`config.mk`:
```
export PLATFORM = sky130hd
export DESIGN_NAME = lmd_seq_flat
export DESIGN_NICKNAME = d
export VERILOG_FILES = /design/src/rtl/lmd_pkg.sv /design/src/rtl/lmd_in_if.sv /design/src/rtl/lmd_out_if.sv /design/src/rtl/lmd_seq.sv /design/src/flat_wrapper.sv
export SDC_FILE = /design/constraint.sdc
export NUM_CORES = 1
export LEC_CHECK = 0
export BUFFER_PORTS_ARGS = -buffer_cell sky130_fd_sc_hd__buf_2
export CAP_MARGIN = 20
export CORE_MARGIN = 2
export CORE_UTILIZATION = 30
export CTS_BUF_LIST = sky130_fd_sc_hd__clkbuf_8 sky130_fd_sc_hd__clkbuf_16
export CTS_CLUSTER_SIZE = 30
export DETAILED_ROUTE_END_ITERATION = 6
export PLACE_DENSITY_LB_ADDON = 0.05
export SYNTH_ARGS = -nofsm -noshare
export SYNTH_HDL_FRONTEND = slang
export SYNTH_SLANG_ARGS = --single-unit
```
`constraint.sdc`:
```
create_clock -name i_clk -period 7.8 [get_ports i_clk]
set_clock_uncertainty 0.2 [all_clocks]
set_input_delay 1.17 -clock i_clk [delete_from_list [all_inputs] [get_ports i_clk]]
set_output_delay 1.17 -clock i_clk [all_outputs]
set_load 0.01 [all_outputs]
```
`src/rtl/lmd_pkg.sv`:
```
// lmd_pkg.sv - shared types and codes of the LED matrix double-buffer scanout.
// No dependencies.
`default_nettype none

package lmd_pkg;

    // command modes
    localparam logic [2:0] MODE_SET      = 3'd0;
    localparam logic [2:0] MODE_FILL_ROW = 3'd1;
    localparam logic [2:0] MODE_FILL_COL = 3'd2;
    localparam logic [2:0] MODE_CLEAR    = 3'd3;
    localparam logic [2:0] MODE_SCAN     = 3'd4;

    // configuration register indexes
    localparam logic CFG_ROWS = 1'b0;
    localparam logic CFG_COLS = 1'b1;

    localparam logic [5:0] ROWS_RESET = 6'd32;
    localparam logic [6:0] COLS_RESET = 7'd32;
    localparam int         ROW_CAP    = 32;

    // panel size after saturation
    typedef struct packed {
        logic [5:0] rows;
        logic [6:0] cols;
    } t_cfg;

    // one stored pixel: channel-nonzero flags
    typedef struct packed {
        logic red;
        logic green;
        logic blue;
    } t_pix;

    // upper and lower pixel read together
    typedef struct packed {
        t_pix up;
        t_pix lo;
    } t_pair;

    // one scanout result
    typedef struct packed {
        logic [3:0] line;
        t_pix       up;
        t_pix       lo;
        logic       latch;
    } t_beat;

endpackage

`default_nettype wire

```
`src/rtl/lmd_in_if.sv`:
```
// lmd_in_if.sv - command channel of the LED matrix scanout: valid/ready plus
// draw and scan command fields. No dependencies.
`default_nettype none

interface lmd_in_if;
    logic        valid;
    logic        ready;
    logic [2:0]  mode;
    logic [5:0]  column;
    logic [4:0]  row;
    logic [23:0] color;

    modport source (output valid, output mode, output column, output row, output color,
                    input ready);
    modport sink   (input valid, input mode, input column, input row, input color,
                    output ready);
endinterface

`default_nettype wire

```
`src/rtl/lmd_out_if.sv`:
```
// lmd_out_if.sv - scanout result channel: valid/ready plus per-column pixel bits.
// No dependencies.
`default_nettype none

interface lmd_out_if;
    logic       valid;
    logic       ready;
    logic [3:0] line_address;
    logic       upper_red;
    logic       upper_green;
    logic       upper_blue;
    logic       lower_red;
    logic       lower_green;
    logic       lower_blue;
    logic       latch_now;

    modport source (output valid, output line_address, output upper_red, output upper_green,
                    output upper_blue, output lower_red, output lower_green,
                    output lower_blue, output latch_now, input ready);
    modport sink   (input valid, input line_address, input upper_red, input upper_green,
                    input upper_blue, input lower_red, input lower_green,
                    input lower_blue, input latch_now, output ready);
endinterface

`default_nettype wire

```
`src/rtl/lmd_seq.sv`:
```
// lmd_seq.sv - command sequencer: write walks for draw/clear, buffer swap and
// column-by-column scanout into the output register.
// Depends on lmd_pkg, lmd_in_if, lmd_out_if.
`default_nettype none

module lmd_seq
    import lmd_pkg::*;
#(
    parameter int MAX_ROWS = 32,
    parameter int MAX_COLS = 64
) (
    input  wire logic  i_clk,
    input  wire logic  i_rst_n,
    input  wire t_cfg  i_cfg,
    lmd_in_if.sink     i_cmd,
    lmd_out_if.source  o_pix,
    output logic       o_we_a,
    output logic       o_we_b,
    output logic [$clog2(MAX_ROWS*MAX_COLS)-1:0] o_waddr,
    output t_pix       o_wdata,
    output logic [$clog2(MAX_ROWS*MAX_COLS)-1:0] o_raddr_up,
    output logic [$clog2(MAX_ROWS*MAX_COLS)-1:0] o_raddr_lo,
    input  wire t_pair i_rd_a,
    input  wire t_pair i_rd_b
);

    localparam int DEPTH = MAX_ROWS * MAX_COLS;
    localparam int AW    = $clog2(DEPTH);
    localparam int CW    = (MAX_COLS > 1) ? $clog2(MAX_COLS) : 1;
    localparam int LW    = $clog2(DEPTH + 1);

    localparam logic [1:0] ST_IDLE = 2'd0;
    localparam logic [1:0] ST_FILL = 2'd1;
    localparam logic [1:0] ST_SCAN = 2'd2;

    logic [1:0]    r_state;
    logic          r_front_b;
    logic          r_pending;
    logic [3:0]    r_scan_line;
    logic [3:0]    r_line;
    logic [AW-1:0] r_wr_addr;
    logic [LW-1:0] r_wr_left;
    logic          r_wr_col;
    logic          r_wr_both;
    t_pix          r_wr_data;
    logic [AW-1:0] r_up_base;
    logic [AW-1:0] r_lo_base;
    logic [CW-1:0] r_dcol;
    logic          r_dvld;
    logic          r_ovld;
    t_beat         r_out;

    logic [4:0]    half;
    logic [3:0]    line_sel;
    logic          row_ok;
    logic          col_ok;
    logic          accept;
    logic          load;
    logic          last;
    logic [CW-1:0] rd_col;
    logic          we;
    t_pix          cmd_pix;
    t_pair         rd_front;
    logic          n_ovld;

    assign half     = i_cfg.rows[5:1];
    // a line left over from a larger panel restarts at line 0
    assign line_sel = ({1'b0, r_scan_line} >= half) ? 4'd0 : r_scan_line;
    assign row_ok   = {1'b0, i_cmd.row} < i_cfg.rows;
    assign col_ok   = {1'b0, i_cmd.column} < i_cfg.cols;
    assign accept   = i_cmd.valid && (r_state == ST_IDLE);
    assign i_cmd.ready = (r_state == ST_IDLE);

    assign cmd_pix.red   = |i_cmd.color[23:16];
    assign cmd_pix.green = |i_cmd.color[15:8];
    assign cmd_pix.blue  = |i_cmd.color[7:0];

    // write walk; during the reset clear both stores are written
    assign we      = (r_state == ST_FILL);
    assign o_we_a  = we && (r_wr_both || r_front_b);
    assign o_we_b  = we && (r_wr_both || !r_front_b);
    assign o_waddr = r_wr_addr;
    assign o_wdata = r_wr_data;

    // Read data is re-fetched from the same column until the output register
    // takes it; the front store does not change during a scan.
    assign load   = r_dvld && (!r_ovld || o_pix.ready);
    assign last   = (7'(r_dcol) + 7'd1) == i_cfg.cols;
    assign rd_col = !r_dvld ? '0 : (load ? CW'(r_dcol + 1'b1) : r_dcol);
    assign o_raddr_up = r_up_base + AW'(rd_col);
    assign o_raddr_lo = r_lo_base + AW'(rd_col);
    assign rd_front   = r_front_b ? i_rd_b : i_rd_a;

    assign n_ovld = load ? 1'b1 : (o_pix.ready ? 1'b0 : r_ovld);

    always_ff @(posedge i_clk) begin
        if (!i_rst_n) begin
            r_state     <= ST_FILL;
            r_front_b   <= 1'b0;
            r_pending   <= 1'b1;
            r_scan_line <= 4'd0;
            r_wr_addr   <= '0;
            r_wr_left   <= LW'(DEPTH);
            r_wr_col    <= 1'b0;
            r_wr_both   <= 1'b1;
            r_wr_data   <= '0;
            r_dvld      <= 1'b0;
            r_ovld      <= 1'b0;
        end else begin
            r_ovld <= n_ovld;
            if (load) begin
                r_out.line  <= r_line;
                r_out.up    <= rd_front.up;
                r_out.lo    <= rd_front.lo;
                r_out.latch <= last;
            end
            unique case (r_state)
                ST_IDLE: begin
                    if (accept) begin
                        unique case (i_cmd.mode)
                            MODE_SET: begin
                                if (row_ok && col_ok) begin
                                    r_wr_addr <= AW'(32'(i_cmd.row) * MAX_COLS
                                                     + 32'(i_cmd.column));
                                    r_wr_left <= LW'(1);
                                    r_wr_col  <= 1'b0;
                                    r_wr_data <= cmd_pix;
                                    r_pending <= 1'b1;
                                    r_state   <= ST_FILL;
                                end
                            end
                            MODE_FILL_ROW: begin
                                if (row_ok) begin
                                    r_wr_addr <= AW'(32'(i_cmd.row) * MAX_COLS);
                                    r_wr_left <= LW'(i_cfg.cols);
                                    r_wr_col  <= 1'b0;
                                    r_wr_data <= cmd_pix;
                                    r_pending <= 1'b1;
                                    r_state   <= ST_FILL;
                                end
                            end
                            MODE_FILL_COL: begin
                                if (col_ok) begin
                                    r_wr_addr <= AW'(i_cmd.column);
                                    r_wr_left <= LW'(i_cfg.rows);
                                    r_wr_col  <= 1'b1;
                                    r_wr_data <= cmd_pix;
                                    r_pending <= 1'b1;
                                    r_state   <= ST_FILL;
                                end
                            end
                            MODE_CLEAR: begin
                                r_wr_addr <= '0;
                                r_wr_left <= LW'(DEPTH);
                                r_wr_col  <= 1'b0;
                                r_wr_data <= '0;
                                r_pending <= 1'b1;
                                r_state   <= ST_FILL;
                            end
                            MODE_SCAN: begin
                                if (line_sel == 4'd0 && r_pending) begin
                                    r_front_b <= !r_front_b;
                                    r_pending <= 1'b0;
                                end
                                r_line      <= line_sel;
                                r_up_base   <= AW'(32'(line_sel) * MAX_COLS);
                                r_lo_base   <= AW'((32'(line_sel) + 32'(half)) * MAX_COLS);
                                r_scan_line <= ({1'b0, line_sel} + 5'd1 >= half)
                                               ? 4'd0 : line_sel + 4'd1;
                                r_dvld      <= 1'b0;
                                r_state     <= ST_SCAN;
                            end
                            default: begin
                            end
                        endcase
                    end
                end
                ST_FILL: begin
                    r_wr_addr <= r_wr_addr + (r_wr_col ? AW'(MAX_COLS) : AW'(1));
                    r_wr_left <= r_wr_left - LW'(1);
                    if (r_wr_left == LW'(1)) begin
                        r_wr_both <= 1'b0;
                        r_state   <= ST_IDLE;
                    end
                end
                ST_SCAN: begin
                    if (!r_dvld) begin
                        r_dvld <= 1'b1;
                        r_dcol <= '0;
                    end else if (load) begin
                        if (last) begin
                            r_dvld  <= 1'b0;
                            r_state <= ST_IDLE;
                        end else begin
                            r_dcol <= CW'(r_dcol + 1'b1);
                        end
                    end
                end
                default: begin
                    r_state <= ST_IDLE;
                end
            endcase
        end
    end

    assign o_pix.valid        = r_ovld;
    assign o_pix.line_address = r_out.line;
    assign o_pix.upper_red    = r_out.up.red;
    assign o_pix.upper_green  = r_out.up.green;
    assign o_pix.upper_blue   = r_out.up.blue;
    assign o_pix.lower_red    = r_out.lo.red;
    assign o_pix.lower_green  = r_out.lo.green;
    assign o_pix.lower_blue   = r_out.lo.blue;
    assign o_pix.latch_now    = r_out.latch;

endmodule

`default_nettype wire

```
`src/flat_wrapper.sv`:
```
// flat-port wrapper written by rule: the top's interface ports become plain ports
module lmd_seq_flat import lmd_pkg::*;
#(
    parameter int MAX_ROWS = 32,
    parameter int MAX_COLS = 64
)
  (i_clk, i_rst_n, i_cfg, o_we_a, o_we_b, o_waddr, o_wdata, o_raddr_up, o_raddr_lo, i_rd_a, i_rd_b, i_cmd_valid, i_cmd_mode, i_cmd_column, i_cmd_row, i_cmd_color, i_cmd_ready, o_pix_valid, o_pix_line_address, o_pix_upper_red, o_pix_upper_green, o_pix_upper_blue, o_pix_lower_red, o_pix_lower_green, o_pix_lower_blue, o_pix_latch_now, o_pix_ready);
  lmd_in_if i_cmd_i ();
  lmd_out_if o_pix_i ();
  input  wire logic i_clk;
  input  wire logic i_rst_n;
  input  wire t_cfg i_cfg;
  output logic o_we_a;
  output logic o_we_b;
  output logic [$clog2(MAX_ROWS*MAX_COLS)-1:0] o_waddr;
  output t_pix o_wdata;
  output logic [$clog2(MAX_ROWS*MAX_COLS)-1:0] o_raddr_up;
  output logic [$clog2(MAX_ROWS*MAX_COLS)-1:0] o_raddr_lo;
  input  wire t_pair i_rd_a;
  input  wire t_pair i_rd_b;
  input wire logic [$bits(i_cmd_i.valid)-1:0] i_cmd_valid;
  input wire logic [$bits(i_cmd_i.mode)-1:0] i_cmd_mode;
  input wire logic [$bits(i_cmd_i.column)-1:0] i_cmd_column;
  input wire logic [$bits(i_cmd_i.row)-1:0] i_cmd_row;
  input wire logic [$bits(i_cmd_i.color)-1:0] i_cmd_color;
  output wire logic [$bits(i_cmd_i.ready)-1:0] i_cmd_ready;
  output wire logic [$bits(o_pix_i.valid)-1:0] o_pix_valid;
  output wire logic [$bits(o_pix_i.line_address)-1:0] o_pix_line_address;
  output wire logic [$bits(o_pix_i.upper_red)-1:0] o_pix_upper_red;
  output wire logic [$bits(o_pix_i.upper_green)-1:0] o_pix_upper_green;
  output wire logic [$bits(o_pix_i.upper_blue)-1:0] o_pix_upper_blue;
  output wire logic [$bits(o_pix_i.lower_red)-1:0] o_pix_lower_red;
  output wire logic [$bits(o_pix_i.lower_green)-1:0] o_pix_lower_green;
  output wire logic [$bits(o_pix_i.lower_blue)-1:0] o_pix_lower_blue;
  output wire logic [$bits(o_pix_i.latch_now)-1:0] o_pix_latch_now;
  input wire logic [$bits(o_pix_i.ready)-1:0] o_pix_ready;
  assign i_cmd_i.valid = i_cmd_valid;
  assign i_cmd_i.mode = i_cmd_mode;
  assign i_cmd_i.column = i_cmd_column;
  assign i_cmd_i.row = i_cmd_row;
  assign i_cmd_i.color = i_cmd_color;
  assign i_cmd_ready = i_cmd_i.ready;
  assign o_pix_valid = o_pix_i.valid;
  assign o_pix_line_address = o_pix_i.line_address;
  assign o_pix_upper_red = o_pix_i.upper_red;
  assign o_pix_upper_green = o_pix_i.upper_green;
  assign o_pix_upper_blue = o_pix_i.upper_blue;
  assign o_pix_lower_red = o_pix_i.lower_red;
  assign o_pix_lower_green = o_pix_i.lower_green;
  assign o_pix_lower_blue = o_pix_i.lower_blue;
  assign o_pix_latch_now = o_pix_i.latch_now;
  assign o_pix_i.ready = o_pix_ready;
  lmd_seq #(.MAX_ROWS(MAX_ROWS), .MAX_COLS(MAX_COLS)) u_core (.i_clk(i_clk), .i_rst_n(i_rst_n), .i_cfg(i_cfg), .i_cmd(i_cmd_i), .o_pix(o_pix_i), .o_we_a(o_we_a), .o_we_b(o_we_b), .o_waddr(o_waddr), .o_wdata(o_wdata), .o_raddr_up(o_raddr_up), .o_raddr_lo(o_raddr_lo), .i_rd_a(i_rd_a), .i_rd_b(i_rd_b));
endmodule
```
# --- Word level (Yosys, flattened, before mapping) ---
# Index checks and enable logic that the tools add are counted.
totals:
  ff_bits: 64
  input_bits: 67
  out_inout_bits: 51
  elab_cells: 146
op_classes:
  n_addsub: 10
  order_cmp: 4
  eq_ne: 25
  n_mux: 50
  n_reduce_logical: 33
op_table:
  columns: ["op", "n"]
  rows:
  - ["$mux 12", 4]
  - ["$pmux 12 s4", 1]
  - ["$mux 11", 4]
  - ["$pmux 11 s4", 1]
  - ["$mux 6", 5]
  - ["$pmux 12 s2", 1]
  - ["$reduce_or 8->1", 3]
  - ["$add 11x6->11", 2]
  - ["$pmux 11 s2", 1]
  - ["$ne 2x1->1 const B", 9]
  - ["$mux 2", 8]
  - ["$mux 1", 13]
  - ["$eq 12x1->1 const B", 1]
  - ["$pmux 3 s4", 1]
  - ["$reduce_and 4->1", 3]
  - ["$reduce_and 6->1", 2]
  - ["$sub 12x1->12 const B", 1]
  - ["$add 10x6->11", 1]
  - ["$add 11x11->11", 1]
  - ["$pmux 2 s5", 1]
  - ["$mux 3", 3]
  - ["$ne 3x2->1 const B", 3]
  - ["$reduce_and 9->1", 1]
  - ["$mux 4", 2]
  - ["other kinds (35)", 50]

# --- Depth between registers and ports, before layout ---
# Gate-level depths: netlist (run 1).
logic_depth:
  word_depth: 6
  depth_mapped: 16
  ltp_nobuf: 16

# --- Worst setup path before layout (run 1) ---
# No wires, ideal clock.
synth_timing:
  path_type: "input port to flip-flop"
  startpoint: "input i_cfg[8] in the netlist's numbering"
  endpoint: "register u_core.r_scan_line[0]"
  setup_ns: 0.058
  arrival_ns: 3.945
  required_time_ns: 7.542
  setup_slack_ns: 3.596
  cell_stages: 15
  n_path_buf: 0
  path_cell_list: "ha_1 > nand2b_1 > a21o_1 > a211o_1 > nand2_1 > nand2_1 > inv_1 > ha_1 > xor2_1 > ha_1 > a21oi_1 > a21oi_1 > a2111oi_2 > a21boi_0 > o21a_1"
synth_via:
  elab_chain_cells: 5
  elab_cells_between_ends: 6
  cone_classes: "add/sub: 2; order compare: 2; mux: 2"
synth_rtl:
  columns: ["item", "line_no", "text"]
  rows:
  - ["start: declaration", "flat_wrapper.sv:12", "input wire t_cfg i_cfg;"]
  - ["$ge 4x5->1", "lmd_seq.sv:68", "assign line_sel = ({1'b0, r_scan_line} >= half) ? 4'd0 : r_scan_line;"]
  - ["$mux 4", "lmd_seq.sv:68", null]
  - ["net u_core.line_sel[1]", "lmd_seq.sv:54", "logic [3:0] line_sel;"]
  - ["$add 4x1->5", "lmd_seq.sv:168", "r_scan_line <= ({1'b0, line_sel} + 5'd1 >= half)"]
  - ["$ge 5x5->1", "lmd_seq.sv:168", null]
  - ["$mux 4", "lmd_seq.sv:169", "? 4'd0 : line_sel + 4'd1;"]
  - ["end signal: assignment", "lmd_seq.sv:168", null]
  - ["end: declaration", "lmd_seq.sv:39", "logic [3:0] r_scan_line;"]
# The timed path passes the listed nets, and every way through them passes these cells.
# A chain may end at the register's enable or synchronous reset.

# --- Worst setup path in the final report (run 1) ---
layout_timing:
  startpoint: "input i_cfg[8] in the netlist's numbering"
  endpoint: "register u_core.r_scan_line[2]"
layout_via:
  elab_chain_cells: 5
  elab_cells_between_ends: 6
  cone_classes: "add/sub: 2; order compare: 2; mux: 2"
layout_rtl:
  columns: ["item", "line_no"]
  rows:
  - ["$ge 4x5->1 *", "lmd_seq.sv:68"]
  - ["$mux 4 *", "lmd_seq.sv:68"]
  - ["net u_core.line_sel[1]", "lmd_seq.sv:54"]
  - ["$add 4x1->5", "lmd_seq.sv:168"]
  - ["$ge 5x5->1", "lmd_seq.sv:168"]
  - ["$mux 4 *", "lmd_seq.sv:169"]
# The timed path passes the listed nets; every way through them passes the cells marked *.

==> key figures, run 1 <==
Outcome
  • Status: complete, no violations

Final layout
  • Layout cell share with drive strength beyond 1: a little over a quarter
  • Layout Nets: 657
  • Post-Layout Cell Count: 740
  • Commonest non-fill, non-tap cell in the layout: buf_2
  • Diode count: 0
  • Commonest non-fill, non-tap cells in the layout: buf_2, dfxtp_1, nand2_1
  • Final Util: about two fifths
  • P&R area growth vs syn: 24.4%

STA
  • RSZ-0062 raised after global routing: no
  • Peak Freq: around 230 MHz
  • Final setup viols: 0
  • Slew HR: about 30%
  • Post-route minimum period: ~4400 ps
  • Tcrit/Tclk final: a little under three fifths
  • Final hold violations: 0
  • Hold_ws: 244 ps
  • Fin Setup TNS: 0 ps
  • Worst Max-Slew Pin Slew: roughly 1000 ps
  • Slew Limit Fails: 0

Critical path
  • Setup CP Type: in2reg
  • Startpoint types: input pin
  • Critical path data required time: between 7000 and 8000 ps
  • Worst Setup SP: i_cfg[8]
  • Arrival time at the worst endpoint: between 4000 and 5000 ps
  • Worst Path Max Fanout: 7
  • RR Startpoint: u_core.r_scan_line[0]
  • Worst Setup End Kind: flip-flop

Clock tree
  • CTS H-Tree Depth: 3
  • CTS Root Cell: clkbuf_16
  • TritonCTS buffer count: 9
  • Num Clock Sinks: 64
  • Clk slew on worst S/H paths: around 60 ps
  • Longest Clk Path Bufs: 2
  • CTS tree: yes
  • Hold Buf Count CTS: 0
  • Clk_lat worst skew: about 340 ps
  • CTS resizes: 0
  • Post-CTS setup buffer count: 0

Die
  • FP Rows: 42
  • Io pins: 118
  • Die Height: 121 um
  • Starting density of the core: 31.0%
  • Core area: roughly 0.013 mm2
  • Die ar.: ~0.015 mm2
  • Die X: between 100 and 150 um

Synthesis
  • Synth Instances: between 400 and 500
  • Synth Area per Inst: 9.08 um2
  • Largest family of logic cells by synthesized area: simple AND/OR/NAND/NOR gates
  • Synth Area in Simple Gates: between 20% and 30%
  • Post-synth cell types: 65
  • #FFs+latches synth: 64
  • Post-Synth Adder-Cell Area: 9.55%
  • Synth Area in Compound Gates: 20.4%
  • Seq/Total Area, Yosys: around 37%
  • Synth warnings: 0
  • Xor/xnor cell area share of the yosys netlist: under 10%
  • Mux contribution to synthesized area: 1.63%
  • Synth Net Count: roughly 550
  • Ys flop type: dfxtp_1
  • Mapped Area: approximately 0.0041 mm2
  • Number of synthesized flops with an enable pin: 26
  • Ys async rst share: 0%

Pwr
  • Maximum vdd drop: 0.0865 mV
  • Final Power: about 960 uW
  • Pleak: ~2.3 nW
  • P per Cell Area: 187 mW/mm2

Drt
  • Final ANT Viol Nets: 0
  • Routed vias: between 3000 and 4000
  • DRT Pass-1 Iters: 4
  • DRT Wirelength: 12300 um
  • Drt drc: 0
  • DRT iter0 DRCs: between 150 and 200
  • Via/cell ratio: about 5.2
  • Wire length per cell: around 17 um

Global routing
  • Number of global-route vias before repair: between 3000 and 4000
  • First-pass GRT wire length: around 19000 um
  • Antenna violations before repair: 0
  • Total track usage: ~17%
  • Total gr overflow: 0
  • Largest net degree at the start of global routing: 28

Place
  • RePlAce Congestion: around 0.84
  • # port buffers: 116
  • Dpl hpwl: between 9000 and 10000 um
  • Placed cells: 723

Hold path
  • Hold path start: u_core.r_line[2]
  • HP Class: reg2reg

Run
  • Max-cap violations: 0
-- flip-flops by register name, summed over array words and instances, names as in the netlist, 2 cells and up --
signal / flops
u_core.o_pix.line_address: 4
u_core.o_waddr: 11
u_core.o_wdata: 3
u_core.r_dcol: 6
u_core.r_line: 4
u_core.r_lo_base: 5
u_core.r_scan_line: 4
u_core.r_state: 2
u_core.r_wr_left: 12
-- worst max-delay path, cell delays in order --
cell and delay [ps]:
buf_2 140, ha_1 290, nand2b_1 140, a21o_1 170, a211o_1 320, nand2_1 190
nand2_1 110, inv_1 150, ha_1 250, xor2_1 170, ha_1 260, a21oi_1 160
a21oi_1 100, a2111oi_2 530, o2111ai_1 190, o311ai_0 130
-- logic make-up after synthesis --
kind of cell    count (synthesis)
flops                          64
xor+xnor                       22
buf+inv                        52
fa+ha+maj                      31
compound gates                121
simple gates                  159
mux                             6
other cells                     1
-- through the flow --
step	instance area [um2]	setup slack, ps
global placement	4820	3110
floorplan	4140	3600
CTS	5130	3360
detailed placement	4820	3030
global route	5150	2980
finish	5150	3360
-- power by group --
| part | internal, mW | switching [mW] | leakage (nW) |
|---|---|---|---|
| Combinational | 0.0702 | 0.0757 | 1.56 |
| Sequential | 0.364 | 0.0179 | 0.545 |
| Clock | 0.277 | 0.157 | 0.150 |
-- synth_stat cells (all sizes together) (3+ instances only) --
library cell	n	share of area, %
dfxtp	38	18
nand2	32	2.9
ha	30	9.1
nor2	30	2.7
a21oi	27	3.4
edfxtp	26	19
inv	25	2.3
o21ai	19	2.3
clkbuf	17	1.6
nand3	14	1.7
xnor2	13	2.8
a22oi	12	2.2
nor2b	12	1.8
and2	11	1.7
or3	11	1.9
buf	10	1.6
nor4	10	1.9
nand2b	9	1.4
xor2	9	1.9
nor3	8	0.97
a21boi	7	1.3
a21o	7	1.3
and3	6	0.91
mux2	6	1.6
nand4	6	0.91
o21a	6	1.1
o41ai	5	1.1
a31oi	4	0.76
or4	4	0.82
a211o	3	0.63
a22o	3	0.63
o211ai	3	0.54
o311ai	3	0.63
-- area by class of cell --
type / instances / area (um2)
Fill cell: 1402 / 8200
Clock buffer: 9 / 225
Inverter: 25 / 93.8
Clock inverter: 7 / 87.6
Multi-Input combinational cell: 340 / 2370
Timing Repair Buffer: 119 / 611
Tap cell: 176 / 220
Sequential cell: 64 / 1540
-- path summary, 6_finish.rpt --
kind | endpoint | slack (ps) | cells after the start
worst min register to register | u_core.o_pix.line_address[2] | 240 | 0
worst max register to register | u_core.r_scan_line[2] | 3900 | 16
worst max-delay path | u_core.r_scan_line[2] | 3360 | 16
worst min-delay path | u_core.o_pix.line_address[2] | 240 | 0
-- routing by layer --
metal | routed length (um) | GRT usage [%] | up-vias
met4 | 140 | 6.68 | 0
met5 | 0 | 0 | -
li1 | - | - | 1889
met2 | 5610 | 26.8 | 115
met3 | 681 | 3.43 | 11
met1 | 5870 | 23.3 | 1802
No activity file was read; power rests on OpenSTA's default activity.
==> run 2: changes to the inputs <==
clock period = 4.5 ns   (was 7.8 ns; I/O delays follow)
==> run 2 against run 1 <==
  * Critical path type unchanged
  * Flip-flop and latch count unchanged
  * First-iteration DRC count rose by 25%
  * Core utilization fell by 0.13 points
  * Sequential power up 73%
  * Routed wire length down 2.1%
  * Total power increased by 68%
==> key figures, run 2 (synthesis results as in run 1) <==
Outcome
  • Status: complete, no violations

STA
  • RSZ-0062 raised after global routing: no
  • Peak Freq: ~260 MHz
  • Tcrit/Tclk final: 86.8%
  • Final setup viols: 0
  • Final hold violations: 0
  • Hold_ws: between 200 and 250 ps
  • Fin Setup TNS: 0 ps
  • Post-route minimum period: about 4000 ps
  • Slew Limit Fails: 0
  • Slew HR: a little under two fifths
  • Worst Max-Slew Pin Slew: approximately 900 ps

Place
  • Dpl hpwl: between 9000 and 10000 um
  • RePlAce Congestion: ~0.85
  • Post-place instance area: between 0.004 and 0.005 mm2
  • # port buffers: between 100 and 150

Die
  • Core area: 0.0133 mm2
  • Die Height: ~120 um
  • Die ar.: 0.0148 mm2
  • Die X: approximately 120 um
  • Starting density of the core: 31.0%
  • Io pins: 118
  • FP Rows: between 40 and 50

Drt
  • Final ANT Viol Nets: 0
  • DRT Pass-1 Iters: 4
  • Wire length per cell: 16.3 um
  • DRT iter0 DRCs: 223
  • Drt drc: 0
  • DRT Wirelength: between 10000 and 15000 um
  • Routed vias: 3801
  • Via/cell ratio: between 5 and 6

Critical path
  • Bufs and invs on worst path: 2
  • Setup CP Type: in2reg
  • Worst Path Max Fanout: 7
  • Startpoint types: input pin
  • Most numerous cell on the critical path: ha_1
  • Delay-heaviest family, CP: compound AO/OA/AOI/OAI gates
  • CP Cell Sequence: buf_2, ha_1, nand2b_1, a21o_1, a211o_1, nand2_1, nand2_1, inv_1, ha_1, xor2_1, ha_1, a21oi_1, a21oi_1, a2111oi_2, o2111ai_1, o311ai_0
  • Arrival time at the worst endpoint: just under 4000 ps
  • Crit path max-delay cell type: a2111oi_2
  • Critical path data required time: around 4500 ps
  • CP max stage delay: roughly 500 ps
  • Worst Setup End Kind: flip-flop

Final layout
  • Layout cell share with drive strength beyond 1: between 20% and 30%
  • Layout fillers: between 1000 and 1500
  • FF+latch area: 0.00154 mm2
  • Fin area: 0.00513 mm2
  • Commonest non-fill, non-tap cells in the layout: buf_2, dfxtp_1, nand2_1
  • Commonest non-fill, non-tap cell in the layout: buf_2
  • P&R area growth vs syn: 24.0%
  • Max reg flops: 12
  • Layout Nets: ~660
  • Register bank with the most flops: u_core.r_wr_left
  • Diode count: 0
  • Area of the multi-input gates: between 0.002 and 0.0025 mm2

Global routing
  • Number of global-route vias before repair: about 3500
  • Antenna violations before repair: 0
  • First-pass GRT wire length: 19000 um
  • Total track usage: between 10% and 20%
  • Largest net degree at the start of global routing: 28
  • Total gr overflow: 0

Clock tree
  • Clk slew on worst S/H paths: 50 ps
  • CTS Root Cell: clkbuf_16
  • CTS H-Tree Depth: 3
  • TritonCTS buffer count: 9
  • Num Clock Sinks: between 60 and 70
  • Hold Buf Count CTS: 0
  • Post-CTS setup buffer count: 0
  • CTS resizes: 0
  • Longest Clk Path Bufs: 2
  • Clk_lat worst skew: roughly 340 ps
  • CTS tree: yes

Pwr
  • P per Cell Area: ~310 mW/mm2
  • Combinational power share: about 16%
  • Psw: approximately 440 uW
  • Internal Power: 1.18 mW
  • Sw Ratio: a little over a quarter
  • Clk network pwr share: between 40% and 50%
  • Share of power burned in registers: 40.9%
  • Pleak: around 2.2 nW
  • Maximum vdd drop: 0.154 mV

Hold path
  • HP Class: reg2reg

Run
  • Max-cap violations: 0
run 2: changes by cell type in the layout (fill, tap and decap cells not counted), sizes merged:
| cell | delta |
|---|---|
| clkinv | +2 |
| bufinv | -1 |
| inv | -1 |
| buf | +1 |
run 2: power by group through the flow:
stage	clock network [mW]	logic, mW	registers [mW]
6_report	0.703	0.251	0.661
5_1_grt	0.751	0.282	0.666
2_1_floorplan	0	0.168	0.667
4_1_cts	0.724	0.255	0.661
3_5_place_dp	0	0.252	0.674
3_3_place_gp	0	0.250	0.673
run 2: layout make-up:
cell class | count | share of cell area, %
clock inverters | 7 | 1.41
multi-input cells | 340 | 46.2
well taps | 176 | 4.29
inverters | 25 | 1.83
clock buffers | 9 | 4.39
repair buffers | 120 | 11.8
flip-flops and latches | 64 | 30.0
run 2: worst reg2reg max path: stages, from the launching register on:
cell and delay [ps]:
dfxtp_1 370, inv_1 90, ha_1 270, nand2b_1 140, a21o_1 170, a211o_1 310, nand2_1 190, nand2_1 110
inv_1 150, ha_1 260, xor2_1 170, ha_1 260, a21oi_1 140, a21oi_1 90, a2111oi_2 500, o2111ai_1 180
o311ai_0 140
run 2: per-layer routing:
layer  vias to the layer above  global-route usage [%]  part of all wire, %  wire (um)
met2                       112                    26.4                   45       5390
met4                         0                    5.24                  1.7        200
met3                        14                    4.37                  5.8        703
li1                       1887                       -                    -          -
met1                      1788                    23.2                   48       5760
met5                         -                       0                    0          0
run 2: worst paths after layout:
path | start | to | slack [ps] | depth (start not counted)
worst max-delay path | i_cfg[8] | u_core.r_scan_line[2] | 590 | 16
worst min-delay path | u_core.r_line[2] | u_core.o_pix.line_address[2] | 240 | 0
worst max register to register | u_core.r_scan_line[0] | u_core.r_scan_line[2] | 640 | 16
worst min register to register | u_core.r_line[2] | u_core.o_pix.line_address[2] | 240 | 0
run 2: metrics by stage:
step	utilization, %	setup WS [ps]	total power, mW	std cells
floorplan	-	791	0.835	456
global placement	36.2	282	0.924	724
detailed placement	36.2	264	0.926	724
CTS	38.4	595	1.64	740
global route	38.5	291	1.70	741
finish	38.5	592	1.62	741
